<file path="src/sv/lftg_pkg.sv">
// Package for the LCD frame timing generator: register indices, widths and config bundle.
`default_nettype none

package lftg_pkg;

    localparam int unsigned CFG_IDX_W  = 3;
    localparam int unsigned CFG_DATA_W = 24;
    localparam int unsigned POS_W      = 12;
    localparam int unsigned COLOUR_W   = 24;

    typedef enum logic [CFG_IDX_W-1:0] {
        CFG_H_PORCH_BEFORE = 3'd0,
        CFG_H_ACTIVE       = 3'd1,
        CFG_H_PORCH_AFTER  = 3'd2,
        CFG_V_SYNC_LINES   = 3'd3,
        CFG_V_PORCH_BEFORE = 3'd4,
        CFG_V_ACTIVE       = 3'd5,
        CFG_V_PORCH_AFTER  = 3'd6,
        CFG_FILL_COLOUR    = 3'd7
    } t_cfg_idx;

    typedef struct packed {
        logic [9:0]          h_porch_before;
        logic [10:0]         h_active;
        logic [9:0]          h_porch_after;
        logic [5:0]          v_sync_lines;
        logic [7:0]          v_porch_before;
        logic [10:0]         v_active;
        logic [7:0]          v_porch_after;
        logic [COLOUR_W-1:0] fill_colour;
    } t_cfg;

    localparam t_cfg CFG_RESET = '{
        h_porch_before: 10'd160,
        h_active:       11'd1024,
        h_porch_after:  10'd160,
        v_sync_lines:   6'd2,
        v_porch_before: 8'd8,
        v_active:       11'd600,
        v_porch_after:  8'd10,
        fill_colour:    24'd255
    };

endpackage

`default_nettype wire

</file>
<file path="src/sv/lcd_frame_timing_generator.sv">
// Top level of the LCD frame timing generator: position counters and output word register.
//
//   channel | direction | handshake                  | word
//   --------+-----------+----------------------------+--------------------------------------
//   in      | to block  | i_in_valid / o_in_stall    | i_tick
//   out     | from block| o_out_valid / i_out_stall  | hsync_n, vsync_n, data_enable, rgb,
//           |           |                            | frame_end
//   cfg     | to block  | i_cfg_we                   | i_cfg_index, i_cfg_data
//
// One input word per clock while o_in_stall is low; its result word appears from the output register in the next cycle.
// The output register is the only stage, so words flow back to back while it drains.
// o_in_stall is high only while a result waits and the output side is stalled.
// Synchronous active-low reset clears counters and valid and loads the config defaults; the result word is not reset.
`default_nettype none

module lcd_frame_timing_generator (
    input  wire logic                            i_clk,
    input  wire logic                            i_rst_n,
    input  wire logic                            i_cfg_we,
    input  wire logic [lftg_pkg::CFG_IDX_W-1:0]  i_cfg_index,
    input  wire logic [lftg_pkg::CFG_DATA_W-1:0] i_cfg_data,
    input  wire logic                            i_in_valid,
    output logic                                 o_in_stall,
    input  wire logic                            i_tick,
    output logic                                 o_out_valid,
    input  wire logic                            i_out_stall,
    output logic                                 o_hsync_n,
    output logic                                 o_vsync_n,
    output logic                                 o_data_enable,
    output logic [7:0]                           o_red,
    output logic [7:0]                           o_green,
    output logic [7:0]                           o_blue,
    output logic                                 o_frame_end
);
    import lftg_pkg::*;

    t_cfg cfg;

    lftg_cfg u_cfg (
        .i_clk       (i_clk),
        .i_rst_n     (i_rst_n),
        .i_cfg_we    (i_cfg_we),
        .i_cfg_index (i_cfg_index),
        .i_cfg_data  (i_cfg_data),
        .o_cfg       (cfg)
    );

    logic [POS_W-1:0] r_pix;
    logic [POS_W-1:0] r_line;
    logic [POS_W-1:0] n_pix;
    logic [POS_W-1:0] n_line;

    logic             r_out_valid;
    logic             n_out_valid;
    logic             r_hsync_n;
    logic             r_vsync_n;
    logic             r_de;
    logic [7:0]       r_red;
    logic [7:0]       r_green;
    logic [7:0]       r_blue;
    logic             r_frame_end;

    logic             accept;
    logic [POS_W-1:0] act_h_lo;
    logic [POS_W-1:0] act_h_hi;
    logic [POS_W-1:0] line_len;
    logic [POS_W-1:0] act_v_lo;
    logic [POS_W-1:0] act_v_hi;
    logic [POS_W-1:0] frame_lines;
    logic [POS_W:0]   pix_inc;
    logic [POS_W:0]   line_inc;
    logic             h_act;
    logic             v_act;
    logic             de;
    logic             last_pix;
    logic             last_line;

    assign o_in_stall = r_out_valid & i_out_stall;
    assign accept     = i_in_valid & ~o_in_stall;

    // region boundaries
    always_comb begin
        act_h_lo    = POS_W'(cfg.h_porch_before) + POS_W'(1);
        act_h_hi    = act_h_lo + POS_W'(cfg.h_active);
        line_len    = act_h_hi + POS_W'(cfg.h_porch_after);
        act_v_lo    = POS_W'(cfg.v_sync_lines) + POS_W'(cfg.v_porch_before);
        act_v_hi    = act_v_lo + POS_W'(cfg.v_active);
        frame_lines = act_v_hi + POS_W'(cfg.v_porch_after);
    end

    always_comb begin
        pix_inc   = {1'b0, r_pix} + (POS_W+1)'(1);
        line_inc  = {1'b0, r_line} + (POS_W+1)'(1);
        h_act     = (r_pix >= act_h_lo) && (r_pix < act_h_hi);
        v_act     = (r_line >= act_v_lo) && (r_line < act_v_hi);
        de        = h_act & v_act;
        last_pix  = pix_inc >= {1'b0, line_len};
        last_line = line_inc >= {1'b0, frame_lines};
    end

    always_comb begin
        n_pix  = r_pix;
        n_line = r_line;
        if (accept && i_tick) begin
            if (last_pix) begin
                n_pix = '0;
                if (last_line) begin
                    n_line = '0;
                end else begin
                    n_line = line_inc[POS_W-1:0];
                end
            end else begin
                n_pix = pix_inc[POS_W-1:0];
            end
        end
    end

    always_comb begin
        if (accept) begin
            n_out_valid = 1'b1;
        end else if (i_out_stall) begin
            n_out_valid = r_out_valid;
        end else begin
            n_out_valid = 1'b0;
        end
    end

    always_ff @(posedge i_clk) begin
        if (!i_rst_n) begin
            r_pix       <= '0;
            r_line      <= '0;
            r_out_valid <= 1'b0;
        end else begin
            r_pix       <= n_pix;
            r_line      <= n_line;
            r_out_valid <= n_out_valid;
        end
    end

    // result word, loaded on acceptance
    always_ff @(posedge i_clk) begin
        if (accept) begin
            r_hsync_n   <= (r_pix != '0);
            r_vsync_n   <= ~(r_line < POS_W'(cfg.v_sync_lines));
            r_de        <= de;
            r_red       <= de ? cfg.fill_colour[7:0]   : 8'd0;
            r_green     <= de ? cfg.fill_colour[15:8]  : 8'd0;
            r_blue      <= de ? cfg.fill_colour[23:16] : 8'd0;
            r_frame_end <= last_pix & last_line;
        end
    end

    assign o_out_valid   = r_out_valid;
    assign o_hsync_n     = r_hsync_n;
    assign o_vsync_n     = r_vsync_n;
    assign o_data_enable = r_de;
    assign o_red         = r_red;
    assign o_green       = r_green;
    assign o_blue        = r_blue;
    assign o_frame_end   = r_frame_end;

endmodule

`default_nettype wire

</file>
<file path="src/sv/lftg_cfg.sv">
// Configuration register bank for the LCD frame timing generator.
`default_nettype none

module lftg_cfg (
    input  wire logic                            i_clk,
    input  wire logic                            i_rst_n,
    input  wire logic                            i_cfg_we,
    input  wire logic [lftg_pkg::CFG_IDX_W-1:0]  i_cfg_index,
    input  wire logic [lftg_pkg::CFG_DATA_W-1:0] i_cfg_data,
    output lftg_pkg::t_cfg                       o_cfg
);
    import lftg_pkg::*;

    t_cfg r_cfg;
    t_cfg n_cfg;

    always_comb begin
        n_cfg = r_cfg;
        if (i_cfg_we) begin
            unique case (t_cfg_idx'(i_cfg_index))
                CFG_H_PORCH_BEFORE: n_cfg.h_porch_before = i_cfg_data[9:0];
                CFG_H_ACTIVE:       n_cfg.h_active       = i_cfg_data[10:0];
                CFG_H_PORCH_AFTER:  n_cfg.h_porch_after  = i_cfg_data[9:0];
                CFG_V_SYNC_LINES:   n_cfg.v_sync_lines   = i_cfg_data[5:0];
                CFG_V_PORCH_BEFORE: n_cfg.v_porch_before = i_cfg_data[7:0];
                CFG_V_ACTIVE:       n_cfg.v_active       = i_cfg_data[10:0];
                CFG_V_PORCH_AFTER:  n_cfg.v_porch_after  = i_cfg_data[7:0];
                CFG_FILL_COLOUR:    n_cfg.fill_colour    = i_cfg_data[COLOUR_W-1:0];
            endcase
        end
    end

    always_ff @(posedge i_clk) begin
        if (!i_rst_n) begin
            r_cfg <= CFG_RESET;
        end else begin
            r_cfg <= n_cfg;
        end
    end

    assign o_cfg = r_cfg;

endmodule

`default_nettype wire

</file>
<file path="config.mk">
export PLATFORM = sky130hd
export DESIGN_NAME = lcd_frame_timing_generator
export DESIGN_NICKNAME = d
export VERILOG_FILES = /design/src/sv/lftg_pkg.sv /design/src/sv/lcd_frame_timing_generator.sv /design/src/sv/lftg_cfg.sv
export SDC_FILE = /design/constraint.sdc
export NUM_CORES = 1
export LEC_CHECK = 0
export BUFFER_PORTS_ARGS = -buffer_cell sky130_fd_sc_hd__buf_2
export CAP_MARGIN = 20
export CELL_PAD_IN_SITES_DETAIL_PLACEMENT = 0
export CELL_PAD_IN_SITES_GLOBAL_PLACEMENT = 2
export CORE_UTILIZATION = 41
export DETAILED_ROUTE_END_ITERATION = 16
export GPL_ROUTABILITY_DRIVEN = 1
export HOLD_SLACK_MARGIN = 0.05
export PLACE_DENSITY = 0.87
export SKIP_CTS_REPAIR_TIMING = 1
export SYNTH_ARGS = -nofsm -noshare
export SYNTH_HDL_FRONTEND = slang
export SYNTH_SLANG_ARGS = --single-unit
</file>
<file path="constraint.sdc">
create_clock -name i_clk -period 12.7 [get_ports i_clk]
set_input_delay 1.905 -clock i_clk [delete_from_list [all_inputs] [get_ports i_clk]]
set_output_delay 1.905 -clock i_clk [all_outputs]
set_load 0.01 [all_outputs]
</file>
==> results.toml, run 1 <==
[placed_design]
placed_area_um2 = 10300
placedCellCount = 1520
io_buffers = 62
gp_congestion = 0.856
dpl.hpwl_um = 19700

[pwr]
switchingPower_mw = 0.346
internal-power_mw = 0.789
p_seq_frac = 0.418
irDropWorstVdd_mv = 0.0735
power_density_nw_per_um2 = 104
power_mw = 1.13
cellLeakagePower_nw = 4.71
switching_share = 0.305
p_clk_frac = 0.458
pwr-share-comb = 0.124

[timing]
min_period_ns = 5.70
finalSetupViolations = 0
worst_slew_pin_slew_ns = 1.06
min_period_over_period = 0.449
finClkSkew_ns = 0.0182
hold_viol = 0
fmax_ghz = 0.175
max_slew_margin = 0.290
drv_slew = 0
rsz0062_at_grt = "no"
finalSetupTns_ns = 0

[flow_run]
drv_cap = 0

[logic_synthesis]
synth.distinct_cells = 61
synth_nets = 1344
netlist_area_um2 = 9740
synthArstFlopShare = 0
synth-edff-count = 28
seq_area_frac_synth = 0.319
synth.avg_cell_area_um2 = 8.22
syn_inst = 1185
yosys_warnings = 0
ys_ff_latch = 141
synth_flop_cell = "dfxtp_1"

[setup_path]
critPathArrivalTime_ns = 6.06
cp_max_fo = 14
crit_top_cell = "ha_1"
slowest_delay_ns = 0.75
cp_top_family = "compound AO/OA/AOI/OAI gates"
cp.required_ns = 13.06
critPathSlowestCell = "a41oi_2"
critical_path_class = "reg2reg"
cp-start-kind = "flip-flop"
end_kind = "flip-flop"
cp.buffers_inverters = 2

[floorplanning]
fp.coreArea_um2 = 23400
fp-row-count = 56
die_area_um2 = 24400
ios = 63
die_w_um = 156
die_y_um = 156
start_util = 0.416

[grt]
antenna_found_initial = 0
grt_pass1_wl_um = 43800
grt_use_total = 0.235
grt_overflow = 0
grt_pass1_vias = 7852
grt_max_degree = 89

[cts]
cts_root_buf = "clkbuf_16"
insertion_delay_ns = 0.44
cts_tree = "built"
cts_made_buffers = 17
cts.sinks = 141
cts.htree.levels = 4
cts_buffer_depth = 2
clk_pin_slew_ns = 0.08

[run_status]
status = "finished clean"

[detailed_routing]
drt-initial-drc-count = 517
routed_wl_um = 27500
first_pass_iters = 5
vias_per_cell = 5.37
wl_per_cell_um = 17.7
via_count = 8348
drc_errors = 0
antenna_left = 0

[layout]
antenna_cells = 0
final_cells = 1554
final_util = 0.468
final_common_cell = "nand2_1"
fin_area_um2 = 11000
area_delta_synth_final_pct = 12.5
multi_input_area_um2 = 6170
seqCellArea_um2 = 3100
nNetsFinal = 1381
drive_above_1_share = 0.106
layout_common_cells = "217 x nand2_1, 121 x ha_1, 113 x dfxtp_1, 108 x a21oi_1, 80 x nand3_1"
num-fill-cells = 2399

[hold_path]
hp-class = "reg2reg"
-- worst reg2reg max path, cell delays in order, from the launching register on --
cell and delay (ns):
dfxtp_1 0.36, ha_1 0.18, inv_1 0.05, fa_1 0.40
inv_1 0.07, a21oi_1 0.06, o21bai_1 0.19, xor2_1 0.28
ha_1 0.32, o21a_1 0.12, o31a_1 0.13, o21ai_0 0.16
nand2b_1 0.09, xor2_1 0.24, ha_1 0.30, a21oi_1 0.16
nand2_1 0.06, o21ai_0 0.25, xor2_1 0.18, ha_1 0.25
and4_1 0.22, a21oi_1 0.14, o221ai_1 0.16, a41oi_2 0.75
nand3_4 0.27, o22ai_1 0.22
-- cell usage after synthesis (14+ instances only) --
master,count,share of area
nand2_1,217,0.084
ha_1,121,0.16
dfxtp_1,113,0.23
a21oi_1,110,0.057
nand3_1,80,0.041
inv_1,68,0.026
clkbuf_1,41,0.016
nor2_1,41,0.016
xnor2_1,40,0.036
o21ai_0,30,0.015
edfxtp_1,28,0.086
xor2_1,28,0.025
nor4_1,27,0.017
a21o_1,24,0.019
nand2b_1,21,0.013
nor2b_1,14,0.0090
-- cell families (layout without fill, tap and decap cells) --
kind of cell / after synthesis / count (layout) / share of synthesized area
buffers and inverters: 124 / 174 / 0.0510
AOI/OAI and AO/OA: 254 / 254 / 0.169
DFF: 141 / 141 / 0.319
adders and majority gates: 126 / 126 / 0.166
muxes: 8 / 8 / 0.00822
xor gates and xnor gates: 69 / 69 / 0.0628
and+or+nand+nor: 463 / 463 / 0.224
-- power groups by stage --
stage                     combinational (mW)  sequential, mW  clock [mW]
after floorplan                       0.0956           0.485           0
after global placement                 0.140           0.485           0
after detailed placement               0.141           0.485           0
after CTS                              0.142           0.474       0.530
after global routing                   0.159           0.476       0.548
final                                  0.140           0.474       0.520
-- flip-flops by register name, summed over array words and instances (netlist names) --
name	flops
o_red	8
r_pix	12
o_green	8
o_blue	8
o_data_enable	1
o_out_valid	1
r_line	12
u_cfg.o_cfg	88
o_frame_end	1
o_vsync_n	1
o_hsync_n	1
-- worst paths after layout --
kind / start / to / slack (ns) / depth (start not counted)
hold / removal: u_cfg.o_cfg[13] / u_cfg.o_cfg[13] / 0.46 / 2
setup / recovery: u_cfg.o_cfg[51] / r_line[9] / 7.00 / 25
setup reg to reg: u_cfg.o_cfg[51] / r_line[9] / 7.00 / 25
hold reg to reg: u_cfg.o_cfg[13] / u_cfg.o_cfg[13] / 0.46 / 2
-- stage by stage --
step	hold WS [ns]	setup slack (ns)
final	0.458	7.00
after detailed placement	0.448	7.05
after CTS	0.458	7.01
after global routing	0.473	6.49
after floorplan	0.437	7.97
after global placement	0.442	7.19
-- cell type report --
type / instances / area share
Clock buffer: 17 / 0.0388
Clock inverter: 15 / 0.0179
Tap cell: 319 / 0.0364
Inverter: 68 / 0.0233
Multi-Input combinational cell: 920 / 0.563
Sequential cell: 141 / 0.283
Timing Repair Buffer: 74 / 0.0372
-- routing by layer --
layer,part of all wire,GRT usage,vias up
li1,-,-,4267
met1,0.47,0.320,3914
met2,0.48,0.389,144
met3,0.032,0.0306,23
met4,0.013,0.0626,0
met5,0,0,-
Note: power is estimated with default switching activity, not from simulation.
==> inputs of run 2 (changes only) <==
--- a/config.mk
+++ b/config.mk
@@ -5,15 +5,16 @@
 export SDC_FILE = /design/constraint.sdc
 export NUM_CORES = 1
 export LEC_CHECK = 0
+export ABC_AREA = 1
 export BUFFER_PORTS_ARGS = -buffer_cell sky130_fd_sc_hd__buf_2
 export CAP_MARGIN = 20
 export CELL_PAD_IN_SITES_DETAIL_PLACEMENT = 0
 export CELL_PAD_IN_SITES_GLOBAL_PLACEMENT = 2
-export CORE_UTILIZATION = 41
+export CORE_UTILIZATION = 36
 export DETAILED_ROUTE_END_ITERATION = 16
 export GPL_ROUTABILITY_DRIVEN = 1
 export HOLD_SLACK_MARGIN = 0.05
-export PLACE_DENSITY = 0.87
+export PLACE_DENSITY = 0.81
 export SKIP_CTS_REPAIR_TIMING = 1
 export SYNTH_ARGS = -nofsm -noshare
 export SYNTH_HDL_FRONTEND = slang
==> constraint.sdc (replaced) <==
create_clock -name i_clk -period 5.8 [get_ports i_clk]
set_input_delay 0.87 -clock i_clk [delete_from_list [all_inputs] [get_ports i_clk]]
set_output_delay 0.87 -clock i_clk [all_outputs]
set_load 0.01 [all_outputs]
==> run 2 against run 1 <==
  * Non-clock buffer count fell by 9
  * Clock power rose by 120%
  * Core utilization decreased by 5.9 points
  * Synthesized area rose by 1.4%
  * Sequential power up 120%
  * Register-to-register slack worse by 6.4 ns
  * Clock-buffer cell count did not move
  * Fmax increased by 10%
  * Setup slack worse by 6.4 ns
  * Cell count is 12% higher
  * Largest cell class unchanged
==> results.toml, run 2 <==
[run_status]
status = "finished clean"

[timing]
finalSetupViolations = 0
worst_slew_pin_slew_ns = 0.927
finClkSkew_ns = 0.0110
rsz0062_at_grt = "no"
max_slew_margin = 0.382
fmax_ghz = 0.194
hold_viol = 0
fin_ws_ns = 0.638
holdWs_ns = 0.456
finalSetupTns_ns = 0
min_period_ns = 5.16
min_period_over_period = 0.890
drv_slew = 0

[floorplanning]
fp-row-count = 60
die_w_um = 168
die_area_um2 = 28100
die_y_um = 168
fp.coreArea_um2 = 27000
ios = 63
start_util = 0.367

[logic_synthesis]
synth_common_cells = "222 x nand2_1, 198 x inv_1, 167 x nor2_1, 121 x ha_1, 118 x a21oi_1"
synthArstFlopShare = 0
synth_nets = 1505
synth.most_common_cell = "nand2_1"
muxShareOfSynthArea = 0
synth.avg_cell_area_um2 = 7.34
ys_ff_latch = 141
yosys_warnings = 0
synthAdderAreaFrac = 0.163
synth_top_area_share = 0.229
synth-edff-count = 28
synth_flop_cell = "dfxtp_1"
synth.distinct_cells = 45
synth_compound_area_frac = 0.134
netlist_area_um2 = 9880
seq_area_frac_synth = 0.314
synth_xor_area_frac = 0.0541
yosys-top-cells-area = "dfxtp_1 23%, ha_1 15%, edfxtp_1 8.5%, nand2_1 8.4%, inv_1 7.5%"
syn_inst = 1346
yosysTopAreaCell = "dfxtp_1"
yosys.area_share.simple = 0.238
synth_top_family_by_area = "simple AND/OR/NAND/NOR gates"

[layout]
num-fill-cells = 2858
final_common_cell = "nand2_1"
nNetsFinal = 1550
antenna_cells = 0
drive_above_1_share = 0.100
final_util = 0.409
area_delta_synth_final_pct = 11.7
layout_common_cells = "222 x nand2_1, 198 x inv_1, 166 x nor2_1, 121 x ha_1, 118 x a21oi_1"
largest_reg_flops = 88
fin_area_um2 = 11000

[grt]
use_met1 = 0.290
grt_max_degree = 95
antenna_found_initial = 2
grtUsageMet3 = 0.0258
grt_pass1_wl_um = 43500
grt_use_total = 0.199
grt_overflow = 0
met2_usage = 0.305
grt_pass1_vias = 8198
top_usage_layer = "met2"

[setup_path]
critPathLaunch = "u_cfg.o_cfg[51]"
critical_path_class = "reg2reg"
r2r_slack_ns = 0.64
slowest_delay_ns = 0.40
crit_path_end = "o_frame_end"
critPathSlowestCell = "fa_1"
end_kind = "flip-flop"
critPathArrivalTime_ns = 5.35
regToRegEndpoint = "o_frame_end"
reg2reg_from = "u_cfg.o_cfg[51]"
cp_max_fo = 12
cp-start-kind = "flip-flop"
cp.required_ns = 5.99
r2r_cells = 28

[pwr]
cellLeakagePower_nw = 5.45
irDropWorstVdd_mv = 0.169
power_density_nw_per_um2 = 235

[placed_design]
dpl.hpwl_um = 20800
dp_slack_ns = 0.622
gp_congestion = 0.845
placed_area_um2 = 10400
io_buffers = 62

[cts]
cts_tree = "built"
cts_buffer_depth = 2
insertion_delay_ns = 0.42
cts_root_buf = "clkbuf_16"
cts_made_buffers = 17
cts.htree.levels = 4
clk_pin_slew_ns = 0.07
cts.sinks = 141

[flow_run]
drv_cap = 0

[detailed_routing]
antenna_left = 0
wl_per_cell_um = 15.7
routed_wl_um = 27300
via_count = 8574
drt-initial-drc-count = 534
drc_errors = 0
vias_per_cell = 4.91
first_pass_iters = 5

[hold_path]
hold_path_depth = 2
hp-class = "reg2reg"
-- run 2: kinds of logic after synthesis --
logic type,after synthesis
fa+ha+maj,126
xor+xnor,61
simple gates,528
flops,141
buf+inv,240
compound gates,250
-- run 2: critical path, delay by kind of cell, from the launching register on --
kind	cells	cell delay, ns
simple gates	9	1.05
buf+inv	5	0.27
flops	1	0.36
fa+ha+maj	5	1.52
xor+xnor	1	0.24
compound gates	8	1.49
-- run 2: worst min path at each step --
stage / start / to / slack, ns
CTS: u_cfg.o_cfg[15] / u_cfg.o_cfg[15] / 0.46
floorplan: u_cfg.o_cfg[15] / u_cfg.o_cfg[15] / 0.43
finish: u_cfg.o_cfg[16] / u_cfg.o_cfg[16] / 0.46
detailed placement: u_cfg.o_cfg[23] / u_cfg.o_cfg[23] / 0.45
global route: u_cfg.o_cfg[23] / u_cfg.o_cfg[23] / 0.48
global placement: u_cfg.o_cfg[15] / u_cfg.o_cfg[15] / 0.44
-- run 2: power breakdown --
group          internal (mW)  total [mW]  switching [mW]
clock network          0.615        1.12           0.503
registers               1.03        1.05          0.0163
logic                  0.149       0.432           0.283
-- run 2: layer usage --
layer	share of wire	wire length, µm
met5	0	0
met3	0.036	996
met4	0.013	359
met1	0.54	14600
met2	0.41	11300
-- run 2: final cells by class --
cell class	count	area (µm²)	area share
multi-input combinational	965	5830	0.528
sequential	141	3100	0.281
timing repair buffer	65	333	0.0302
tap	341	427	0.0387
clock inverter	15	160	0.0145
inverter	201	754	0.0684
clock buffer	17	425	0.0386
-- run 2: metrics by stage --
stage	power (mW)	cells
2_1_floorplan	1.37	1346
3_3_place_gp	1.50	1713
3_5_place_dp	1.50	1713
4_1_cts	2.62	1745
5_1_grt	2.73	1745
6_report	2.60	1745
